[src/ple_pkg.sv]
`timescale 1ns / 1ps
// ----------------------------------------------------------------------------
// ple_pkg
// shared types and constants for the positional list engine
// ----------------------------------------------------------------------------
package ple_pkg;

   localparam int CAPACITY = 16;
   localparam int IDX_W    = $clog2(CAPACITY);
   localparam int CNT_W    = 5;
   localparam int VAL_W    = 32;

   typedef enum logic [2:0] {
      OP_APPEND      = 3'd0,
      OP_INSERT      = 3'd1,
      OP_REMOVE_LAST = 3'd2,
      OP_REMOVE_AT   = 3'd3,
      OP_DUMP        = 3'd4
   } op_type;

   typedef enum logic [1:0] {
      STAT_OK     = 2'd0,
      STAT_BADPOS = 2'd1,
      STAT_EMPTY  = 2'd2,
      STAT_FULL   = 2'd3
   } status_type;

   typedef enum logic [2:0] {
      S_IDLE,
      S_EXEC,
      S_SHIFT,
      S_COMMIT,
      S_DUMP_RD,
      S_DUMP_LD,
      S_RESP
   } state_type;

endpackage

[src/positional_list_engine_core.sv]
`timescale 1ns / 1ps
// ----------------------------------------------------------------------------
// positional_list_engine_core
// ordered list of signed 32-bit values with append, insert, remove and dump
// ----------------------------------------------------------------------------
//  channel | direction | tdata (low bit up)              | tuser     | tlast
//  req_    | in        | value[31:0], position[36:32]    | operation | -
//  rsp_    | out       | element[31:0], count[36:32]     | status    | final_res
//
//  append, remove-last and unknown codes: the execute step, then the response
//  insert and remove-at: execute, shift, commit, then the response;
//  moves stream through the one read and one write port of the list memory
//  dump: execute, then read, load and response steps for each entry, plus the wait for each response word
//  reset is synchronous and clears the state, length and pending write; stored values are not cleared
//  a stalled response holds the engine: no new word is taken until it completes
// ----------------------------------------------------------------------------
module positional_list_engine_core (
   input  logic        clock,
   input  logic        reset,
   input  logic        req_tvalid,
   output logic        req_tready,
   input  logic [39:0] req_tdata,   // value[31:0], position[36:32], zero pad
   input  logic [2:0]  req_tuser,   // operation[2:0]
   output logic        rsp_tvalid,
   input  logic        rsp_tready,
   output logic [39:0] rsp_tdata,   // element[31:0], count[36:32], zero pad
   output logic [1:0]  rsp_tuser,   // status[1:0]
   output logic        rsp_tlast    // final_res
);
   import ple_pkg::*;

   // list storage
   logic [VAL_W-1:0] mem [CAPACITY];

   // control and datapath registers
   state_type        state_ff, state_in;
   op_type           op_ff, op_in;
   logic [VAL_W-1:0] val_ff, val_in;
   logic [CNT_W-1:0] pos_ff, pos_in;
   logic [CNT_W-1:0] len_ff, len_in;
   logic [IDX_W-1:0] ptr_ff, ptr_in;
   logic [CNT_W-1:0] left_ff, left_in;
   logic             wr_pend_ff, wr_pend_in;
   logic [IDX_W-1:0] wr_addr_ff, wr_addr_in;
   logic [VAL_W-1:0] rd_data_ff;
   status_type       stat_ff, stat_in;
   logic [VAL_W-1:0] elem_ff, elem_in;
   logic             last_ff, last_in;

   // memory port controls
   logic             mem_we;
   logic [IDX_W-1:0] mem_waddr;
   logic [VAL_W-1:0] mem_wdata;
   logic             mem_re;
   logic [IDX_W-1:0] mem_raddr;

   logic             req_fire;
   logic             rsp_fire;
   logic             is_insert;

   assign req_fire  = req_tvalid && req_tready;
   assign rsp_fire  = rsp_tvalid && rsp_tready;
   assign is_insert = (op_ff == OP_INSERT);

   // next state
   always_comb begin
      state_in = state_ff;
      unique case (state_ff)
         S_IDLE: begin
            if (req_fire) state_in = S_EXEC;
         end
         S_EXEC: begin
            unique case (op_ff)
               OP_INSERT: begin
                  if (pos_ff > len_ff || len_ff >= CNT_W'(CAPACITY)) state_in = S_RESP;
                  else                                               state_in = S_SHIFT;
               end
               OP_REMOVE_AT: begin
                  if (len_ff == '0 || pos_ff >= len_ff) state_in = S_RESP;
                  else                                  state_in = S_SHIFT;
               end
               OP_DUMP: begin
                  if (len_ff == '0) state_in = S_RESP;
                  else              state_in = S_DUMP_RD;
               end
               default: state_in = S_RESP;
            endcase
         end
         S_SHIFT: begin
            if (left_ff == '0 && !wr_pend_ff) state_in = S_COMMIT;
         end
         S_COMMIT:  state_in = S_RESP;
         S_DUMP_RD: state_in = S_DUMP_LD;
         S_DUMP_LD: state_in = S_RESP;
         S_RESP: begin
            if (rsp_fire) state_in = last_ff ? S_IDLE : S_DUMP_RD;
         end
      endcase
   end

   // datapath and memory controls
   always_comb begin
      op_in      = op_ff;
      val_in     = val_ff;
      pos_in     = pos_ff;
      len_in     = len_ff;
      ptr_in     = ptr_ff;
      left_in    = left_ff;
      wr_pend_in = 1'b0;
      wr_addr_in = wr_addr_ff;
      stat_in    = stat_ff;
      elem_in    = elem_ff;
      last_in    = last_ff;
      mem_we     = 1'b0;
      mem_waddr  = ptr_ff;
      mem_wdata  = val_ff;
      mem_re     = 1'b0;
      mem_raddr  = ptr_ff;

      unique case (state_ff)
         S_IDLE: begin
            if (req_fire) begin
               op_in  = op_type'(req_tuser);
               val_in = req_tdata[VAL_W-1:0];
               pos_in = req_tdata[VAL_W+CNT_W-1:VAL_W];
            end
         end
         S_EXEC: begin
            stat_in = STAT_OK;
            elem_in = '0;
            last_in = 1'b1;
            unique case (op_ff)
               OP_APPEND: begin
                  if (len_ff >= CNT_W'(CAPACITY)) begin
                     stat_in = STAT_FULL;
                  end else begin
                     mem_we    = 1'b1;
                     mem_waddr = len_ff[IDX_W-1:0];
                     mem_wdata = val_ff;
                     len_in    = len_ff + CNT_W'(1);
                  end
               end
               OP_INSERT: begin
                  // entries from the tail down to position move up one slot
                  if (pos_ff > len_ff)                 stat_in = STAT_BADPOS;
                  else if (len_ff >= CNT_W'(CAPACITY)) stat_in = STAT_FULL;
                  left_in = len_ff - pos_ff;
                  ptr_in  = IDX_W'(len_ff - CNT_W'(1));
               end
               OP_REMOVE_LAST: begin
                  if (len_ff == '0) stat_in = STAT_EMPTY;
                  else              len_in  = len_ff - CNT_W'(1);
               end
               OP_REMOVE_AT: begin
                  // entries above position move down one slot
                  if (len_ff == '0)          stat_in = STAT_EMPTY;
                  else if (pos_ff >= len_ff) stat_in = STAT_BADPOS;
                  left_in = len_ff - pos_ff - CNT_W'(1);
                  ptr_in  = IDX_W'(pos_ff + CNT_W'(1));
               end
               OP_DUMP: begin
                  if (len_ff == '0) stat_in = STAT_EMPTY;
                  ptr_in = '0;
               end
               default: ;
            endcase
         end
         S_SHIFT: begin
            // write of the word read last cycle overlaps the next read
            if (wr_pend_ff) begin
               mem_we    = 1'b1;
               mem_waddr = wr_addr_ff;
               mem_wdata = rd_data_ff;
            end
            if (left_ff != '0) begin
               mem_re     = 1'b1;
               mem_raddr  = ptr_ff;
               left_in    = left_ff - CNT_W'(1);
               wr_pend_in = 1'b1;
               wr_addr_in = is_insert ? ptr_ff + IDX_W'(1) : ptr_ff - IDX_W'(1);
               ptr_in     = is_insert ? ptr_ff - IDX_W'(1) : ptr_ff + IDX_W'(1);
            end
         end
         S_COMMIT: begin
            if (is_insert) begin
               mem_we    = 1'b1;
               mem_waddr = pos_ff[IDX_W-1:0];
               mem_wdata = val_ff;
               len_in    = len_ff + CNT_W'(1);
            end else begin
               len_in    = len_ff - CNT_W'(1);
            end
         end
         S_DUMP_RD: begin
            mem_re    = 1'b1;
            mem_raddr = ptr_ff;
         end
         S_DUMP_LD: begin
            elem_in = rd_data_ff;
            last_in = ({1'b0, ptr_ff} + CNT_W'(1)) == len_ff;
         end
         S_RESP: begin
            if (rsp_fire && !last_ff) ptr_in = ptr_ff + IDX_W'(1);
         end
      endcase
   end

   // control registers
   always_ff @(posedge clock) begin
      if (reset) begin
         state_ff   <= S_IDLE;
         len_ff     <= '0;
         wr_pend_ff <= 1'b0;
      end else begin
         state_ff   <= state_in;
         len_ff     <= len_in;
         wr_pend_ff <= wr_pend_in;
      end
   end

   // payload registers
   always_ff @(posedge clock) begin
      op_ff      <= op_in;
      val_ff     <= val_in;
      pos_ff     <= pos_in;
      ptr_ff     <= ptr_in;
      left_ff    <= left_in;
      wr_addr_ff <= wr_addr_in;
      stat_ff    <= stat_in;
      elem_ff    <= elem_in;
      last_ff    <= last_in;
   end

   // list memory, one write and one registered read port
   always_ff @(posedge clock) begin
      if (mem_we) mem[mem_waddr] <= mem_wdata;
   end

   always_ff @(posedge clock) begin
      if (mem_re) rd_data_ff <= mem[mem_raddr];
   end

   // ports
   assign req_tready = (state_ff == S_IDLE);
   assign rsp_tvalid = (state_ff == S_RESP);
   assign rsp_tdata  = {3'b000, len_ff, elem_ff};
   assign rsp_tuser  = stat_ff;
   assign rsp_tlast  = last_ff;

`ifndef SYNTHESIS
   // length never exceeds the storage
   a_len_bound : assert property (@(posedge clock) disable iff (reset)
      len_ff <= CNT_W'(CAPACITY))
      else $error("list length beyond capacity");

   // one word at a time: input is closed while a response is up
   a_one_item : assert property (@(posedge clock) disable iff (reset)
      !(req_tready && rsp_tvalid))
      else $error("input open while response pending");

   // length only moves in the execute and commit steps
   a_len_stable : assert property (@(posedge clock) disable iff (reset)
      (state_ff != S_EXEC && state_ff != S_COMMIT) |=> $stable(len_ff))
      else $error("length changed outside update step");

   // a non-final response word is always a dump entry with ok status
   a_dump_ok : assert property (@(posedge clock) disable iff (reset)
      (rsp_tvalid && !rsp_tlast) |-> (rsp_tuser == STAT_OK))
      else $error("non-final word with error status");
`endif

endmodule
[config.mk]
export PLATFORM = sky130hd
export DESIGN_NAME = positional_list_engine_core
export DESIGN_NICKNAME = d
export VERILOG_FILES = /design/src/ple_pkg.sv /design/src/positional_list_engine_core.sv
export SDC_FILE = /design/constraint.sdc
export NUM_CORES = 1
export LEC_CHECK = 0
export BUFFER_PORTS_ARGS = -buffer_cell sky130_fd_sc_hd__clkbuf_2
export CAP_MARGIN = 40
export CORE_ASPECT_RATIO = 1.25
export CORE_MARGIN = 1
export CORE_UTILIZATION = 31
export CTS_CLUSTER_DIAMETER = 100
export DETAILED_ROUTE_END_ITERATION = 8
export PLACE_DENSITY = 0.46
export SKIP_LAST_GASP = 1
export SYNTH_ARGS = -nofsm -noshare
export SYNTH_HDL_FRONTEND = slang
export SYNTH_SLANG_ARGS = --single-unit
[constraint.sdc]
create_clock -name clock -period 4.15 [get_ports clock]
set_input_delay 0.415 -clock clock [delete_from_list [all_inputs] [get_ports clock]]
set_output_delay 0.415 -clock clock [all_outputs]
set_load 0.03 [all_outputs]
# Word level (Yosys, flattened, before mapping)
# Memory sizes are Yosys's and may differ from the RTL's. A register that Yosys moved wholly into a read port is not among the register bits.
# Cells that the tools add are included.
[classes] shift=0 magnitude_cmp=3 eq_ne=21 div_mod_pow=0 muxes=47 addsub=9 n_reduce_logical=26 multipliers=0 bitwise_logic=1
[op_table] cell="two-way mux 32 bit" n=2
[op_table] cell="case mux 32 bit (2 select lines)" n=1
[op_table] cell="case mux 5 bit (2 select lines)" n=4
[op_table] cell="case mux 4 bit (3 select lines)" n=3
[op_table] cell="two-way mux 4 bit" n=8
[op_table] cell="two-way mux 5 bit" n=4
[op_table] cell="two-way mux 3 bit" n=6
[op_table] cell="case mux 3 bit (6 select lines)" n=1
[op_table] cell="subtractor 5 x 1 -> 5 bit (second input constant)" n=3
[op_table] cell="== test 3 x 2 -> 1 bit (second input constant)" n=4
[op_table] cell="== test 3 bit (second input constant)" n=4
[op_table] cell="logical NOT 5 bit" n=2
[op_table] cell="two-way mux 2 bit" n=5
[op_table] cell="case mux 3 bit (3 select lines)" n=1
[op_table] cell="adder 4 x 1 -> 4 bit (second input constant)" n=2
[op_table] cell="two-way mux 1 bit" n=8
[op_table] cell="case mux 2 bit (4 select lines)" n=1
[op_table] cell="AND reduction 4 bit" n=2
[op_table] cell="== test 3 x 1 -> 1 bit (second input constant)" n=2
[op_table] cell="logical NOT 3 bit" n=2
[op_table] cell="!= test 2 x 1 -> 1 bit (second input constant)" n=3
[op_table] cell="!= test 3 bit (second input constant)" n=2
[op_table] cell="AND reduction 3 bit" n=2
[op_table] cell="nonzero test 2 bit" n=3
[op_table] cell="other kinds (22)" n=32
[totals] register_bits=97 n_memories=1 romBits=0 wordCells=120 ram_bits=512 latch_bits=0
[mem_list] memory="mem" words=16 word_bits=32 rd=1 rd_ports_with_merged_regs=1 wr=1 line="positional_list_engine_core.sv:33" source="logic [VAL_W-1:0] mem [CAPACITY];"

# Depth between registers and ports, before layout
# Gate-level depths: netlist of run 1.
[logic_depth] depth_word=6 ltp_mapped=11 depth_no_buf=10

# Least setup slack after synthesis of run 1
# OpenSTA, ideal clock, no wires.
[synth_timing] path_type="flip-flop to flip-flop" from="register state_ff[2]" to="register op_ff[0] (enable)" path_slack_ps=44 t_arrival_ps=3619 setup_time_ps=487 n_path_buf=3 period_less_slack_ps=4106 required_time_ps=3663 stages_incl_launch_ff=5 path_cell_list="dfxtp_1 buf_2 clkbuf_1 clkbuf_1 nor3_1"
[synth_via] elab_chain_len=3
[synth_rtl] element="start, declared" line="positional_list_engine_core.sv:36" source="state_type state_ff, state_in;"
[synth_rtl] element="start signal, assigned" line="positional_list_engine_core.sv:215" source="state_ff <= state_in;"
[synth_rtl] element="logical NOT 3 bit (*)" line="positional_list_engine_core.sv:120, positional_list_engine_core.sv:244"
[synth_rtl] element="logical AND 1 bit" line="positional_list_engine_core.sv:61" source="assign req_fire = req_tvalid && req_tready;"
[synth_rtl] element="AND reduction 2 bit (no source line) (*)"
[synth_rtl] element="end signal, assigned" line="positional_list_engine_core.sv:223" source="op_ff <= op_in;"
[synth_rtl] element="end, declared" line="positional_list_engine_core.sv:37" source="op_type op_ff, op_in;"
# Mark *: on every way between the ends. The rest lies on a longest branch, timed or not.
# A chain may end at the register's enable or synchronous reset.

# Worst setup path in the final report of run 1
[layout_timing] from="register state_ff[1]" to="memory mem[2][20] (enable)"
[layout_via] elab_chain_len=4 elab_cells_between_ends=7 cone_classes="eq/ne: 3; mux: 4"
[layout_rtl] element="== test 3 x 2 -> 1 bit / == test 3 x 1 -> 1 bit (equally long branches)" line="positional_list_engine_core.sv:120" source="unique case (state_ff)"
[layout_rtl] element="case mux 1 bit (3 select lines)" line="positional_list_engine_core.sv:120"
[layout_rtl] element="two-way mux 1 bit" line="positional_list_engine_core.sv:236" source="if (mem_we) mem[mem_waddr] <= mem_wdata;"
[layout_rtl] element="two-way mux 1 bit (implied by the code)" line="positional_list_engine_core.sv:236"
[layout_rtl] element="end, declared" line="positional_list_engine_core.sv:33"
# Several ways; a longest one is shown, not always the timed one.

==> results of run 1 <==
final cells by class:
type / instances / area (um^2)
Clock buffer: 83 / 1820
Clock inverter: 34 / 239
Inverter: 22 / 83.8
Fill cell: 7413 / 50700
Sequential cell: 641 / 19200
Timing Repair Buffer: 171 / 1300
Multi-Input combinational cell: 477 / 5960
Tap cell: 1062 / 1330
cells by family after synthesis:
group	after synthesis	synth area share, %
AND/OR/NAND/NOR	155	3.27
flip-flops	641	75.5
XOR/XNOR	27	0.932
buffers and inverters	91	1.54
multiplexers	208	16.3
adder cells (fa/ha/maj)	14	0.720
other	1	0.0148
AO/OA/AOI/OAI	70	1.70
critical path, stage by stage (launching register included):
cell	delay, ps
dfxtp_1	720
inv_1	300
nand2_1	180
clkinv_2	80
and4b_1	200
o41ai_1	260
a22o_1	260
or2b_1	390
nor2_4	140
buf_4	460
worst max-delay path by stage:
stage                startpoint         end  slack, ps  depth (start not counted)
floorplan           state_ff[2]    op_ff[0]         40                          4
global placement    state_ff[1]  mem[2][10]        820                          9
detailed placement  state_ff[1]  mem[2][10]        820                          9
CTS                 state_ff[1]   mem[2][3]        770                          9
global route        state_ff[1]   mem[2][3]        490                          9
finish              state_ff[1]  mem[2][20]        750                          9
stage by stage:
step / util (%) / worst slack (ps) / cell area [um^2]
4_1_cts: 37.1 / 774 / 29900
3_5_place_dp: 34.1 / 819 / 27400
6_report: 37.1 / 753 / 29900
5_1_grt: 37.1 / 495 / 29900
3_3_place_gp: 34.0 / 823 / 27400
2_1_floorplan: - / 44.4 / 25400
repair_timing:
item                       4_1_cts  5_1_grt
setup endpoints to repair        0        0
hold endpoints to repair        39        0
hold buffers                    39        0
layer usage:
metal | wire length (um) | part of all wire, %
met4 | 1110 | 1.8
met1 | 27100 | 45
met2 | 30200 | 50
met5 | 0 | 0
met3 | 1960 | 3.2
registers in the layout, indices dropped and copies added, names as in the netlist:
signal	cells
elem_ff	32
left_ff	5
len_ff	5
mem	512
op_ff	3
pos_ff	5
ptr_ff	4
rd_data_ff	32
rsp_tlast	1
rsp_tuser	2
state_ff	3
val_ff	32
wr_addr_ff	4
wr_pend_ff	1
cells in the mapped netlist (all sizes together) (3+ instances only):
master | n | area (um^2)
nand3 | 7 | 35.0
o211ai | 3 | 22.5
dfxtp | 9 | 180
o22ai | 5 | 31.3
and2 | 4 | 25.0
a21oi | 24 | 120
buf | 34 | 175
a211oi | 3 | 22.5
nand2 | 16 | 60.1
or3 | 4 | 25.0
ha | 13 | 163
nand2b | 9 | 56.3
nor2b | 4 | 25.0
nor2 | 52 | 195
and3 | 34 | 213
mux2 | 37 | 420
mux2i | 11 | 110
nor3 | 7 | 35.0
xnor2 | 15 | 131
edfxtp | 632 | 19000
nor4 | 3 | 33.8
xor2 | 12 | 105
clkbuf | 35 | 133
mux4 | 160 | 3600
inv | 22 | 82.6
o21ai | 16 | 80.1
power by group through the flow:
| stage | Clock [mW] | Combinational [mW] | Sequential [mW] |
|---|---|---|---|
| after floorplan | 0 | 0.959 | 7.64 |
| after global placement | 0 | 1.43 | 7.66 |
| after detailed placement | 0 | 1.46 | 7.66 |
| after CTS | 5.89 | 1.49 | 7.53 |
| after global routing | 6.13 | 1.58 | 7.54 |
| final | 5.70 | 1.45 | 7.53 |
==> flow_summary.json, run 1 <==
{
  "dp_cells": 2334,
  "cts_made_buffers": 69,
  "synth_cell_types": 60,
  "drtIter0Drc": 898,
  "worstSetupEndpointType": "flip-flop",
  "hpwl_um": 32800,
  "p_int_mw": 11.2,
  "fin_crit_sh_pct": 81.9,
  "outcome": "completed",
  "syn_area_um2": 25400,
  "fin_skew_ps": 18.5,
  "num_rows": 116,
  "power_switching_mw": 3.43,
  "yosysSeqAreaShare_pct": 75.5,
  "rsz0062_at_grt": "false",
  "holdPathStages": 1,
  "met2_usage_pct": 24.7,
  "clk_pin_slew_ps": 60,
  "fp.dieW_um": 258,
  "num_antenna_cells": 0,
  "drt_first_pass_iters": 5,
  "power_frac_seq_pct": 51.3,
  "hold_class": "in2reg",
  "clock_sinks": 641,
  "initial_core_util_pct": 31.5,
  "drc": 0,
  "layout-drive-gt1-share_pct": 31.0,
  "antenna_found_initial": 1,
  "ctsResizeCount": 0,
  "setup_tns_ps": 0,
  "final_cell_mix": "edfxtp_1 (632), mux4_2 (160), clkbuf_2 (85)",
  "dieHeight_um": 322,
  "postRouteAntennaNets": 0,
  "p_leak_nw": 9.71,
  "grt_max_degree": 99,
  "nets": 1443,
  "fin_cells": 2490,
  "synth_edf_count": 632,
  "h-tree-depth": 3,
  "synth_top_flop_cell": "edfxtp_1",
  "rrSetupSlack_ps": 750,
  "die_area_um2": 83000,
  "postCtsSetupRepairBufs": 0,
  "min_from": "req_tdata[2]",
  "power_mw": 14.7,
  "cap_violations": 0,
  "ios": 92,
  "setup_viol": 0,
  "vias_per_cell": 4.91,
  "drv_slew": 0,
  "critPathRequiredTime_ps": 4370,
  "relSlewSlack_pct": 47.8,
  "syn2layout_area_growth_pct": 17.9,
  "hold_end": "val_ff[2]",
  "grt_pass1_wl_um": 88900,
  "tightest_slew_ps": 783,
  "ys_ff_latch": 641,
  "busiest_layer": "met2",
  "yosysWarnings": 0,
  "synthCells": 1207,
  "routedWlPerCell_um": 24.2,
  "grt_usage_pct": 14.9,
  "peakVddDrop_mv": 0.237,
  "r2r_start": "state_ff[1]",
  "num_vias": 12200,
  "swShare_pct": 23.4,
  "power_frac_clock_pct": 38.8,
  "comb_power_share_pct": 9.9,
  "fmax_ghz": 0.294,
  "grt-ovfl-total": 0,
  "syn_area_per_cell_um2": 21.0,
  "wirelength_um": 60400,
  "rr_endpoint": "mem[2][20]",
  "worstRegToRegCells": 9,
  "crit_arrival_ps": 3620,
  "mostFrequentLayoutCell": "edfxtp_1",
  "root_buffer": "clkbuf_16",
  "gr-usage-met3_pct": 2.37,
  "cts_tree": "yes",
  "grt_pass1_vias": 12900,
  "io_buffers": 85,
  "grt.met1_usage_pct": 20.0,
  "startpoint_type": "flip-flop",
  "gp_congestion": 0.772,
  "worst_hold_slack_ps": 64.7,
  "finalCriticalPeriod_ps": 3400,
  "power_density_nw_per_um2": 491,
  "synthArstFlopShare_pct": 0,
  "coreArea_um2": 80600,
  "hold_viol_final": 0,
  "cts_buffer_depth": 3,
  "worst-path-max-fanout": 23,
  "critPathKind": "reg2reg",
  "clock_latency_ps": 600
}
No activity file was read; power rests on OpenSTA's default activity.
==> run 2, diff against run 1 <==
clock period = 2.9 ns   (was 4.15 ns; I/O delays follow)
==> flow_summary.json, run 2 (synthesized netlist as in run 1, its figures left out) <==
{
  "outcome": "completed",
  "grt_pass1_vias": 13100,
  "clock_latency_ps": 620,
  "worst_hold_slack_ps": 52.6,
  "largest_register_ffs": 512,
  "fp.dieW_um": 258,
  "postRouteAntennaNets": 0,
  "fin_crit_sh_pct": 94.0,
  "drv_slew": 0,
  "nets": 1470,
  "layout-drive-gt1-share_pct": 33.6,
  "drt_first_pass_iters": 5,
  "critPathRequiredTime_ps": 3180,
  "grt_usage_pct": 14.9,
  "worstSetupEndpointType": "flip-flop",
  "hpwl_um": 35100,
  "power_density_nw_per_um2": 715,
  "fill_cells": 7351,
  "num_vias": 12300,
  "die_area_um2": 83000,
  "utilization_pct": 38.0,
  "wirelength_um": 60500,
  "drtIter0Drc": 802,
  "worst-path-max-fanout": 11,
  "final_cell_mix": "edfxtp_1 (632), mux4_2 (160), clkbuf_2 (85)",
  "crit_arrival_ps": 3010,
  "peakVddDrop_mv": 0.338,
  "num_rows": 116,
  "clock_sinks": 641,
  "setup_ws_ps": 175,
  "finalCriticalPeriod_ps": 2720,
  "vias_per_cell": 4.88,
  "dp_slack_ps": 13.6,
  "cts_made_buffers": 69,
  "num_antenna_cells": 0,
  "critPathKind": "reg2reg",
  "fmax_ghz": 0.367,
  "tightest_slew_ps": 654,
  "routedWlPerCell_um": 24.0,
  "setup_tns_ps": 0,
  "cts_tree": "yes",
  "dieHeight_um": 322,
  "antenna_found_initial": 3,
  "startpoint_type": "flip-flop",
  "mostFrequentLayoutCell": "edfxtp_1",
  "grt_pass1_wl_um": 89400,
  "gp_congestion": 0.790,
  "grt-ovfl-total": 0,
  "hold_class": "in2reg",
  "io_buffers": 85,
  "initial_core_util_pct": 31.5,
  "coreArea_um2": 80600,
  "clk_pin_slew_ps": 60,
  "setup_viol": 0,
  "relSlewSlack_pct": 56.3,
  "fin_skew_ps": 33.1,
  "root_buffer": "clkbuf_16",
  "cap_violations": 0,
  "hold_viol_final": 0,
  "syn2layout_area_growth_pct": 20.6,
  "cts_buffer_depth": 3,
  "h-tree-depth": 3,
  "top_register": "mem",
  "drc": 0,
  "rsz0062_at_grt": "false",
  "grt_max_degree": 74,
  "ios": 92,
  "p_leak_nw": 10.0
}
-- run 2: metrics by stage --
step	power (mW)	area, um^2	cells
2_1_floorplan	12.3	25500	1209
4_1_cts	22.2	30600	2521
3_5_place_dp	13.2	27900	2358
6_report	21.9	30600	2522
3_3_place_gp	13.1	27800	2357
5_1_grt	22.7	30600	2522
-- run 2: metal layers --
layer	vias to the layer above	track usage, %	routed length [um]
met3	69	2.10	1980
met2	231	25.1	30300
met1	6624	20.1	27000
met4	0	4.55	1160
li1	5372	-	-
met5	-	0	0
-- run 2: final cells by class --
class | instances | area, um^2 | area share (%)
Clock buffer | 81 | 1860 | 6.07
Clock inverter | 41 | 434 | 1.42
Timing Repair Buffer | 198 | 1720 | 5.63
Sequential cell | 641 | 19200 | 62.6
Inverter | 22 | 83.8 | 0.274
Tap cell | 1062 | 1330 | 4.34
Multi-Input combinational cell | 477 | 6000 | 19.6
-- run 2: worst paths after layout --
check,from,end,slack (ps),cells after the start
hold / removal,reset,state_ff[1],50,2
setup reg to reg,op_ff[2],mem[8][23],180,8
hold reg to reg,rd_data_ff[24],elem_ff[24],580,1
setup / recovery,op_ff[2],mem[8][23],180,8
-- run 2: critical path, cell delays in order (launching register included) --
cell	delay, ps
edfxtp_1	480
or3b_4	480
buf_4	190
mux2i_1	180
mux2_2	180
o211ai_1	130
or2_4	330
nor2_4	150
buf_4	260
-- run 2: power by group --
group / leakage, nW / internal [mW] / switching, mW
logic: 3.10 / 0.906 / 1.33
clock network: 1.10 / 5.24 / 3.68
registers: 5.80 / 10.6 / 0.132
-- run 2: what timing repair did --
item | in CTS | in global routing
pin swaps | 0 | 0
endpoints found under the hold margin | 41 | 0
resized for setup | 0 | 10
hold buffers | 41 | 0
setup endpoints to repair | 19 | 380
setup buffers | 0 | 1
==> run 3, diff against run 2 <==
==> constraint.sdc (replaced) <==
create_clock -name clock -period 2.9 [get_ports clock]
set_input_delay 0.145 -clock clock [delete_from_list [all_inputs] [get_ports clock]]
set_output_delay 0.145 -clock clock [all_outputs]
set_load 0.03 [all_outputs]
==> flow_summary.json, run 3 (synthesized netlist as in run 1, its figures left out) <==
{
  "hold_class": "in2reg",
  "tightest_slew_ps": 654,
  "worstSetupEndpointType": "flip-flop",
  "h-tree-depth": 3,
  "peakVddDrop_mv": 0.345,
  "worstRegToRegCells": 8,
  "drt_first_pass_iters": 5,
  "coreArea_um2": 80600,
  "critPathRequiredTime_ps": 3190,
  "p_leak_nw": 10.0,
  "hold_viol_final": 0,
  "initial_core_util_pct": 31.5,
  "fill_cells": 7352,
  "slowest_delay_ps": 490,
  "dp_slack_ps": 22.0,
  "min_from": "req_tdata[13]",
  "grt_pass1_vias": 13200,
  "critPathKind": "reg2reg",
  "num_vias": 12300,
  "top_register": "mem",
  "cts_buffer_depth": 3,
  "die_area_um2": 83000,
  "grt_max_degree": 75,
  "io_buffers": 85,
  "mostFrequentLayoutCell": "edfxtp_1",
  "drtIter0Drc": 786,
  "setup_viol": 0,
  "finalCriticalPeriod_ps": 2800,
  "setup_tns_ps": 0,
  "worst-path-max-fanout": 11,
  "fin_crit_sh_pct": 96.4,
  "cap_violations": 0,
  "routedWlPerCell_um": 24.1,
  "rrSetupSlack_ps": 100,
  "r2r_start": "op_ff[2]",
  "clock_latency_ps": 610,
  "multi_input_area_um2": 5980,
  "clock_sinks": 641,
  "final_cell_mix": "edfxtp_1 (632), mux4_2 (160), clkbuf_2 (85)",
  "postRouteAntennaNets": 0,
  "dieHeight_um": 322,
  "holdPathStages": 2,
  "crit_arrival_ps": 3090,
  "num_rows": 116,
  "crit_path_frequent_cell": "buf_4",
  "fp.dieW_um": 258,
  "critPathSlowestCell": "or3b_4",
  "crit_chain": "or3b_4 -> buf_4 -> mux2i_1 -> mux2_2 -> o211ai_1 -> or2b_2 -> nor2_4 -> buf_4",
  "wirelength_um": 61200,
  "seqCellArea_um2": 19200,
  "clk_pin_slew_ps": 60,
  "grt_usage_pct": 15.1,
  "nets": 1478,
  "fmax_ghz": 0.358,
  "antenna_found_initial": 0,
  "gp_congestion": 0.797,
  "drc": 0,
  "syn2layout_area_growth_pct": 20.6,
  "grt-ovfl-total": 0,
  "vias_per_cell": 4.87,
  "root_buffer": "clkbuf_16",
  "rr_endpoint": "mem[0][26]",
  "hold_end": "val_ff[13]",
  "setup_ws_ps": 105,
  "fin_skew_ps": 11.7,
  "hpwl_um": 36300,
  "crit_family": "simple AND/OR/NAND/NOR gates",
  "grt_pass1_wl_um": 90600,
  "cts_tree": "yes",
  "relSlewSlack_pct": 56.3,
  "outcome": "completed",
  "power_density_nw_per_um2": 710,
  "largest_register_ffs": 512,
  "startpoint_type": "flip-flop",
  "cp.buffers_inverters": 2,
  "drv_slew": 0,
  "layout-drive-gt1-share_pct": 33.1,
  "ios": 92,
  "postCtsSetupRepairBufs": 0,
  "cts_made_buffers": 71
}
==> run 3: where the power goes <==
group	switching (mW)	internal, mW
clock	3.71	5.04
sequential	0.125	10.6
combinational	1.34	0.913
total	5.18	16.6
==> run 3: worst max path at each step <==
stage	from	to	slack, ps	cells after the start
2_1_floorplan	op_ff[0]	mem[1][0]	-860	7
3_3_place_gp	op_ff[2]	mem[2][23]	40	7
3_5_place_dp	op_ff[2]	mem[0][22]	20	8
4_1_cts	op_ff[2]	mem[0][26]	5	8
5_1_grt	op_ff[2]	mem[12][27]	-20	8
6_report	op_ff[2]	mem[0][26]	100	8
==> run 3: layout make-up <==
cell class              instances  share of cell area (%)
diodes                          1                 0.00818
multi-input cells             477                    19.6
flip-flops and latches        641                    62.6
inverters                      22                   0.274
clock buffers                  83                    6.02
repair buffers                204                    5.84
clock inverters                46                    1.32
well taps                    1062                    4.34
==> run 3: layer usage <==
layer	GRT usage (%)	part of all wire, %	vias to the layer above
met2	25.5	51	235
met1	20.0	44	6650
met4	4.17	1.7	0
met5	0	0	-
li1	-	-	5387
met3	2.36	3.4	69
==> run 3: worst register-to-register path: stages, from the launching register on <==
cell      delay, ps
edfxtp_1        480
or3b_4          490
buf_4           190
mux2i_1         190
mux2_2          180
o211ai_1        100
or2b_2          430
nor2_4          170
buf_4           260
==> run 3: timing repair <==
action	CTS	global route
hold buffers	44	0
resized for setup	0	4
endpoints found under the hold margin	48	0
endpoints found under the setup margin	0	309
==> run 3: per-stage QoR <==
step	power, mW	instances	instance area [um^2]	util [%]	hold slack (ps)
global route	22.6	2535	30600	38.0	227
global placement	13.2	2361	27900	34.6	322
CTS	22.1	2535	30600	38.0	198
floorplan	12.3	1209	25500	-	244
detailed placement	13.2	2362	27900	34.6	324
finish	21.7	2536	30600	38.0	248
